### config.mk
export PLATFORM = sky130hd
export DESIGN_NAME = work_stealing_task_deque
export DESIGN_NICKNAME = d
export VERILOG_FILES = /design/src/hdl/wsd_pkg.sv /design/src/hdl/work_stealing_task_deque.sv
export SDC_FILE = /design/constraint.sdc
export NUM_CORES = 1
export LEC_CHECK = 0
export BUFFER_PORTS_ARGS = -buffer_cell sky130_fd_sc_hd__buf_4
export CAP_MARGIN = 20
export CORE_ASPECT_RATIO = 1.5
export CORE_UTILIZATION = 45
export CTS_CLUSTER_SIZE = 16
export DETAILED_ROUTE_END_ITERATION = 12
export PLACE_DENSITY = 0.65
export SETUP_SLACK_MARGIN = 0.02
export SLEW_MARGIN = 20
export SYNTH_ARGS = -nofsm -noshare
export SYNTH_HDL_FRONTEND = slang
export SYNTH_SLANG_ARGS = --single-unit
export TNS_END_PERCENT = 5
### constraint.sdc
create_clock -name clk -period 6.4 [get_ports clk]
set_clock_uncertainty 0.2 [all_clocks]
set_input_delay 0.64 -clock clk [delete_from_list [all_inputs] [get_ports clk]]
set_output_delay 0.64 -clock clk [all_outputs]
set_load 0.02 [all_outputs]
### src/hdl/wsd_pkg.sv
// Package for the work-stealing task deque: operation codes, beat layouts
// and parameter defaults. No dependencies.
package wsd_pkg;

  // Parameter defaults
  localparam int DEPTH_DEF      = 16;
  localparam int ITEM_WIDTH_DEF = 64;

  // Field widths fixed by the stream format
  localparam int KIND_W   = 2;
  localparam int HANDLE_W = 64;

  // Beat widths, padded to whole bytes
  localparam int IN_DATA_W  = ((KIND_W + HANDLE_W + 7) / 8) * 8;
  localparam int OUT_DATA_W = ((HANDLE_W + 3 + 7) / 8) * 8;

  // Operation codes carried in the kind field
  localparam logic [KIND_W-1:0] KIND_PUSH      = 2'd0;
  localparam logic [KIND_W-1:0] KIND_STEAL     = 2'd1;
  localparam logic [KIND_W-1:0] KIND_POP_FRONT = 2'd2;

endpackage

### src/hdl/work_stealing_task_deque.sv
// Work-stealing task deque: top level holding the entry memory and indices.
// Depends on wsd_pkg.
//
//  channel  | dir | beat                                        | accepted when
//  ---------+-----+---------------------------------------------+--------------------------
//  s_axis   | in  | one deque operation (push / steal / pop)    | s_tvalid && s_tready
//  m_axis   | out | one result per operation                    | m_tvalid && m_tready
//
// Flow: an operation is taken at one edge; the entry memory is read or
// written at that same edge, together with the pending stage, and the result
// register loads from the pending stage whenever the output slot is free.
// Head and tail live in flops, so operations flow at one per cycle while
// no result beat is held back by the receiver.
// Reset clears head, tail and all valid flags and holds s_tready low; the
// entry memory is not cleared, since only entries between head and tail are
// ever returned.
// Stalls: a held result beat stalls the pending stage, and a stalled pending
// stage drops s_tready. The input side keeps flowing while the result beat
// waits, as long as the pending stage is free.
module work_stealing_task_deque
  import wsd_pkg::*;
#(
  parameter int DEPTH      = DEPTH_DEF,
  parameter int ITEM_WIDTH = ITEM_WIDTH_DEF
) (
  input  logic                  clk,
  input  logic                  rst,
  input  logic                  s_tvalid,
  output logic                  s_tready,
  input  logic [IN_DATA_W-1:0]  s_tdata,   // [1:0] kind, [65:2] push_value, rest zero
  output logic                  m_tvalid,
  input  logic                  m_tready,
  output logic [OUT_DATA_W-1:0] m_tdata    // [63:0] popped_value, [64] got_item,
                                           // [65] push_accepted, [66] now_empty, rest zero
);

  localparam int ADDR_W = (DEPTH > 1) ? $clog2(DEPTH) : 1;
  localparam int IDX_W  = $clog2(DEPTH + 1);
  localparam logic [IDX_W-1:0] DEPTH_IDX = IDX_W'(DEPTH);
  localparam logic [IDX_W-1:0] ONE_IDX   = IDX_W'(1);

  // Entry memory
  logic [ITEM_WIDTH-1:0] entry_mem [DEPTH];

  logic [IDX_W-1:0] head, head_next;
  logic [IDX_W-1:0] tail, tail_next;

  logic [KIND_W-1:0]     kind;
  logic [ITEM_WIDTH-1:0] push_value;
  logic                  accept;
  logic                  out_free;
  logic                  has_items;
  logic                  do_push, do_steal, do_pop;
  logic [ADDR_W-1:0]     rd_addr;

  // Pending stage: operation outcome waiting for the memory read data
  logic                  pend;
  logic                  pend_got, pend_acc, pend_empty;
  logic [ITEM_WIDTH-1:0] rd_data;

  logic [HANDLE_W-1:0]   popped;

  assign kind       = s_tdata[KIND_W-1:0];
  assign push_value = s_tdata[KIND_W +: ITEM_WIDTH];

  assign out_free = !m_tvalid || m_tready;
  assign s_tready = !rst && (!pend || out_free);
  assign accept   = s_tvalid && s_tready;

  assign has_items = tail > head;
  assign do_push   = (kind == KIND_PUSH) && (tail != DEPTH_IDX);
  assign do_steal  = (kind == KIND_STEAL) && has_items;
  assign do_pop    = (kind == KIND_POP_FRONT) && has_items;

  // Index update; rewind both when they meet after a steal or a pop
  always_comb begin
    head_next = head;
    tail_next = tail;
    rd_addr   = head[ADDR_W-1:0];
    if (do_push) begin
      tail_next = tail + ONE_IDX;
    end else if (do_steal) begin
      tail_next = tail - ONE_IDX;
      rd_addr   = tail_next[ADDR_W-1:0];
    end else if (do_pop) begin
      head_next = head + ONE_IDX;
    end
    if ((do_steal || do_pop) && (head_next == tail_next)) begin
      head_next = '0;
      tail_next = '0;
    end
  end

  // Memory: write on push, registered read on every accepted operation
  always_ff @(posedge clk) begin
    if (accept) begin
      if (do_push) begin
        entry_mem[tail[ADDR_W-1:0]] <= push_value;
      end
      rd_data <= entry_mem[rd_addr];
    end
  end

  always_ff @(posedge clk) begin
    if (rst) begin
      head <= '0;
      tail <= '0;
      pend <= 1'b0;
    end else begin
      if (accept) begin
        head <= head_next;
        tail <= tail_next;
      end
      if (accept) begin
        pend <= 1'b1;
      end else if (out_free) begin
        pend <= 1'b0;
      end
    end
  end

  always_ff @(posedge clk) begin
    if (accept) begin
      pend_got   <= do_steal || do_pop;
      pend_acc   <= do_push;
      pend_empty <= head_next == tail_next;
    end
  end

  assign popped = pend_got ? HANDLE_W'(rd_data) : '0;

  // Result register: load from the pending stage whenever the slot is free
  always_ff @(posedge clk) begin
    if (rst) begin
      m_tvalid <= 1'b0;
    end else if (out_free) begin
      m_tvalid <= pend;
    end
  end

  always_ff @(posedge clk) begin
    if (out_free && pend) begin
      m_tdata <= {(OUT_DATA_W - HANDLE_W - 3)'(0), pend_empty, pend_acc, pend_got, popped};
    end
  end

`ifndef SYNTHESIS
  a_tail_bound : assert property (@(posedge clk) disable iff (rst) tail <= DEPTH_IDX)
    else $error("tail beyond deque depth");
  a_head_le_tail : assert property (@(posedge clk) disable iff (rst) head <= tail)
    else $error("head passed tail");
  a_pend_hold : assert property (@(posedge clk) disable iff (rst)
      pend && !out_free |=> pend && (!pend_got || $stable(rd_data)))
    else $error("pending result lost while output stalled");
  a_one_outcome : assert property (@(posedge clk) disable iff (rst)
      m_tvalid |-> !(m_tdata[HANDLE_W] && m_tdata[HANDLE_W+1]))
    else $error("result reports both a pop and a push");
  a_push_grows : assert property (@(posedge clk) disable iff (rst)
      accept && do_push |=> tail == $past(tail) + ONE_IDX)
    else $error("accepted push did not advance tail");
`endif

endmodule

# [Yosys cells after proc, flatten, opt, wreduce, memory -nomap -nowiden]
# Memories as Yosys holds them, arrays and structs flattened. A register that Yosys moved wholly into a read port is not among the register bits.
# Cells that the tools add are included.
[word_totals] ff_bits=82 ramBits=1024 input_bits=76 output_inout_bits=74 elab_cells=48 mem_count=1
[classes] addsub=3 magnitude_cmp=1 n_eq_ne=5 muxes=14 n_reduce_logical=15
[memory_table] name="entry_mem" words=16 word_bits=64 read_ports=1 rd_ports_with_merged_regs=1 write_ports=1 line="work_stealing_task_deque.sv:43" source="logic [ITEM_WIDTH-1:0] entry_mem [DEPTH];"
[ops] operator="2-to-1 mux 5 bit" n=7
[ops] operator="adder 5 x 1 -> 5 bit (second input constant)" n=2
[ops] operator="== test 5 bit" n=2
[ops] operator="2-to-1 mux 4 bit" n=2
[ops] operator="logical AND 1 bit" n=7
[ops] operator="greater-than comparator 5 bit" n=1
[ops] operator="2-to-1 mux 1 bit" n=5
[ops] operator="inequality test 5 bit (second input constant)" n=1
[ops] operator="subtractor 5 x 1 -> 5 bit (second input constant)" n=1
[ops] operator="logical NOT 1 bit" n=3
[ops] operator="logical OR 1 bit" n=3
[ops] operator="== test 2 x 1 -> 1 bit (second input constant)" n=1
[ops] operator="== test 2 bit (second input constant)" n=1
[ops] operator="logical NOT 2 bit" n=1
[ops] operator="nonzero test 2 bit" n=1

# [Longest topological paths before layout]
[logic_depth] depth_word=9 mapped_depth=13 depth_no_buf=11

# [Worst setup path before layout]
# No wires, ideal clock.
[synth_timing] kind="flip-flop to flip-flop" from="reg tail[0]" to="mem entry_mem[0][0] (netlist bit), enable pin" setup_ps=565 arrival_time_ps=5931 required_time_ps=5635 setup_slack_ps=-296 path_stages_with_launch=8 path_buffers=0 period_less_slack_ps=6696 path_cell_list="dfxtp_1 inv_1 ha_1 or3b_1 o21ai_1 nor3_1 nand2_1 nor3_1"
[synth_via] elab_chain_cells=5
[synth_lines] element="start, declared" line="work_stealing_task_deque.sv:46" source="logic [IDX_W-1:0] tail, tail_next;"
[synth_lines] element="start signal, assigned" line="work_stealing_task_deque.sv:112" source="tail <= tail_next;"
[synth_lines] element="inequality test 5 bit" line="work_stealing_task_deque.sv:71" source="assign do_push = (kind == KIND_PUSH) && (tail != DEPTH_IDX);"
[synth_lines] element="logical AND 1 bit" line="work_stealing_task_deque.sv:71"
[synth_lines] element="2-to-1 mux 1 bit" line="work_stealing_task_deque.sv:97" source="if (do_push) begin"
[synth_lines] element="2-to-1 mux 1 bit" line="work_stealing_task_deque.sv:96" source="if (accept) begin"
[synth_lines] element="2-to-1 mux 1 bit (not written as such)" line="work_stealing_task_deque.sv:98" source="entry_mem[tail[ADDR_W-1:0]] <= push_value;"
[synth_lines] element="end, declared" line="work_stealing_task_deque.sv:43"
# Several ways; a longest one is shown, not always the timed one.

# [Worst setup path after layout]
[layout_timing] from="reg tail[2]" to="reg rd_data[37] (read register of entry_mem) (data pin)"
[layout_via] elab_chain_cells=4 elab_cells_between_ends=7 classes_between="add/sub (1); order compare (1); eq/ne (1); mux (2); reduce/logical (2)"
[layout_lines] element="greater-than comparator 5 bit" line="work_stealing_task_deque.sv:70" source="assign has_items = tail > head;"
[layout_lines] element="logical AND 1 bit" line="work_stealing_task_deque.sv:72" source="assign do_steal = (kind == KIND_STEAL) && has_items;"
[layout_lines] element="2-to-1 mux 4 bit" line="work_stealing_task_deque.sv:82" source="end else if (do_steal) begin"
[layout_lines] element="2-to-1 mux 4 bit (*)" line="work_stealing_task_deque.sv:80" source="if (do_push) begin"
[layout_lines] element="end, declared" line="work_stealing_task_deque.sv:59" source="logic [ITEM_WIDTH-1:0] rd_data;"
# Every way passes the cells marked *; elsewhere a longest branch is shown, timed or not.
# A chain may end at the register's enable or synchronous reset.

==> impl_metrics.toml <==
[yosys]
synth_area_um2 = 46100
synth_top_family_by_area = "compound AO/OA/AOI/OAI gates"
seq_area_frac_synth = 0.760
yosys.area_share.simple = 0.0736
synth-compound-area-share = 0.0809
ys.flop_type = "edfxtp_1"
synth_cell_types = 53
netlist_instances = 2802
avgSynthCellArea_um2 = 16.4
yosysWarnings = 0
muxShareOfSynthArea = 0.0581
synth_edf_count = 1158
synth_seq_cells = 1170
synth_fa_ha_area_frac = 0.00272
synthArstFlopShare = 0
synthXorXnorAreaFrac = 0.00356

[clocking]
cts-root-buf = "clkbuf_16"
hold_buffers = 40
clock_sinks = 1170
numCtsBuffers = 103
cts_resized = 0
clk_pin_slew_ns = 0.07
post_cts_buffers = 0
clk_latency_ns = 0.69
cts.path.max_buffers = 3
cts_tree = "yes"
htreeDepth = 3

[floorplan]
dieArea_um2 = 104000
die_x_um = 263
die_y_um = 394
start_util = 0.454
core_area_um2 = 101000
core.rowCount = 143
pin_count = 150

[cells_and_area]
final_util = 0.516
nNetsFinal = 3040
area_delta_synth_final_pct = 13.7
drive_gt1_frac = 0.139
fill_cells = 7972

[hold_path]
hold_path_depth = 1
holdCritStartpoint = "s_tdata[7]"
min_to = "entry_mem[5][5]$_DFFE_PP_"
hold_path_class = "in -> reg"

[critical_path]
crit_required_ns = 6.62
critPathCaptureType = "flop"
path_class = "reg -> reg"
reg2reg_to = "rd_data[37]$_DFFE_PP_"
reg2reg_depth = 10
worstPathArrival_ns = 4.82
r2r_setup_slack_ns = 1.80
cp_max_fo = 41
crit-reg2reg-launch = "tail[2]$_SDFFE_PP0P_"
startpoint_type = "flop"

[sta]
finalHoldWorstSlack_ns = 0.0531
worst_pin_slew_ns = 1.10
rsz0062_at_grt = "false"
min_period_over_period = 0.719
fmax_mhz = 217
period_needed_ns = 4.60
relSlewSlack = 0.264
setup_violations = 0
report.final.slew_viol_count = 0
finalHoldViolCount = 0

[power]
seqPwrFrac = 0.547
p_sw_frac = 0.210
p_per_area_nw_per_um2 = 298
combPwrFrac = 0.062
cellLeakagePower_nw = 17.3
ir_drop_uv = 189
clock_power_share = 0.390
p_total_mw = 15.6
p_int_mw = 12.3
p_sw_mw = 3.28

[detailed_routing]
wirelength_um = 105000
route.detailed.drc = 0
vias = 24900
drtIter0Drc = 2343
viasPerCell = 5.74
firstDrtPassIters = 7
wl_per_cell_um = 24.1
ant_nets = 0

[place]
io_buffers = 138
dp_hpwl_um = 51100
finalWeightedCongestion = 0.843

[global_route]
grt_antenna_before_repair = 13
grt_pass1_wl_um = 156000
grt-ovfl-total = 0
grt_pass1_vias = 25000
track_usage = 0.201
grt_max_degree = 143

[status]
outcome = "finished, final reports clean"

[flow_run]
max-cap-violations = 0
registers in the layout (all words and copies together) (netlist names):
name / count
entry_mem: 1024
m_tdata: 67
rd_data: 64
head: 5
tail: 5
m_tvalid: 1
pend: 1
pend_acc: 1
pend_empty: 1
pend_got: 1
cell families after synthesis:
logic type      Yosys count
flops                  1170
other cells               1
xor+xnor                 17
buf+inv                 193
mux                     258
fa+ha+maj                10
compound gates          486
simple gates            667
final cells by class:
class	count	area, um^2	share of cell area
Clock inverter	54	584	0.0112
Timing Repair Buffer	226	2120	0.0404
Antenna cell	2	5.00	0.0000956
Tap cell	1305	1630	0.0312
Sequential cell	1170	35000	0.669
Inverter	10	37.5	0.000717
Multi-Input combinational cell	1443	10300	0.196
Clock buffer	125	2700	0.0516
critical path: stages, from the launching register on:
cell and delay, ns:
dfxtp_1 0.83, ha_1 0.31, nor2_1 0.07, a211o_1 0.36, a21oi_4 0.29, nor2_1 0.07, a21oi_1 0.56, nand2b_4 0.80
buf_4 0.43, a211oi_1 0.09, a211o_1 0.30
cell usage in the layout (no fill, tap or decap), types with 13 or more instances in the layout:
cell type / count
nor2_4: 14
a21oi_1: 13
buf_12: 24
and2_0: 46
mux2_2: 64
and2_1: 147
nand2_1: 274
edfxtp_1: 1158
o32ai_1: 64
clkbuf_1: 20
clkinv_1: 18
a211o_1: 67
and3_1: 66
nor2_1: 20
buf_4: 161
clkbuf_16: 105
a31oi_1: 65
a211oi_1: 256
nor2b_1: 67
mux2i_1: 193
dlygate4sd3_1: 40
metrics by stage:
| stage | instance area (um^2) | worst slack, ns | instances | TNS [ns] |
|---|---|---|---|---|
| 3_3_place_gp | 48600 | 1.81 | 4112 | 0 |
| 2_1_floorplan | 46100 | -0.295 | 2806 | -56.42 |
| 4_1_cts | 52300 | 1.72 | 4331 | 0 |
| 5_1_grt | 52400 | 1.58 | 4335 | 0 |
| 6_report | 52400 | 1.80 | 4335 | 0 |
| 3_5_place_dp | 48600 | 1.72 | 4112 | 0 |
cells in the mapped netlist (2+ instances only):
| library cell | count | share of area |
|---|---|---|
| o21ai_1 | 2 | 0.00022 |
| o211ai_1 | 3 | 0.00049 |
| a21oi_1 | 13 | 0.0014 |
| ha_1 | 10 | 0.0027 |
| mux2_2 | 64 | 0.016 |
| a211o_1 | 67 | 0.013 |
| o21ai_0 | 2 | 0.00022 |
| nand4_1 | 2 | 0.00027 |
| and3_1 | 66 | 0.0090 |
| nor2_1 | 34 | 0.0028 |
| xnor2_1 | 10 | 0.0019 |
| nor3_1 | 7 | 0.00076 |
| o21ai_2 | 2 | 0.00038 |
| nand3b_1 | 2 | 0.00033 |
| dfxtp_1 | 12 | 0.0052 |
| a31oi_1 | 65 | 0.0088 |
| a211oi_1 | 256 | 0.042 |
| o32ai_1 | 64 | 0.012 |
| mux2i_1 | 193 | 0.042 |
| clkbuf_1 | 75 | 0.0061 |
| buf_1 | 9 | 0.00073 |
| nand2b_1 | 6 | 0.00081 |
| and2_0 | 46 | 0.0062 |
| nor4_1 | 2 | 0.00027 |
| nor2b_1 | 68 | 0.0092 |
| inv_1 | 10 | 0.00081 |
| buf_4 | 14 | 0.0023 |
| nand3_1 | 8 | 0.00087 |
| buf_2 | 72 | 0.0078 |
| buf_6 | 13 | 0.0032 |
| and2_1 | 147 | 0.020 |
| xor2_1 | 6 | 0.0011 |
| nand2_1 | 275 | 0.022 |
| edfxtp_1 | 1158 | 0.75 |
metal layers:
layer | track usage | part of all wire | routed length (um)
met5 | 0 | 0.00042 | 44
met4 | 0.0590 | 0.021 | 2240
met3 | 0.0329 | 0.060 | 6310
met2 | 0.343 | 0.50 | 52600
met1 | 0.263 | 0.42 | 43500
power groups by stage:
stage	sequential (mW)	combinational, mW	clock [mW]
finish	8.54	0.968	6.09
global route	8.54	1.05	6.49
CTS	8.54	0.970	6.20
detailed placement	8.70	0.942	0
global placement	8.70	0.910	0
floorplan	8.72	0.592	0
how the worst max path moves through the flow:
stage	to	slack, ns	cells after the start	start
global route	rd_data[36]$_DFFE_PP_	1.58	10	tail[2]$_SDFFE_PP0P_
finish	rd_data[37]$_DFFE_PP_	1.80	10	tail[2]$_SDFFE_PP0P_
CTS	rd_data[50]$_DFFE_PP_	1.72	10	tail[2]$_SDFFE_PP0P_
global placement	rd_data[49]$_DFFE_PP_	1.81	10	tail[2]$_SDFFE_PP0P_
floorplan	entry_mem[3][0]$_DFFE_PP_	-0.29	7	tail[0]$_SDFFE_PP0P_
detailed placement	rd_data[51]$_DFFE_PP_	1.72	10	tail[2]$_SDFFE_PP0P_
No activity file was read; power rests on OpenSTA's default activity.
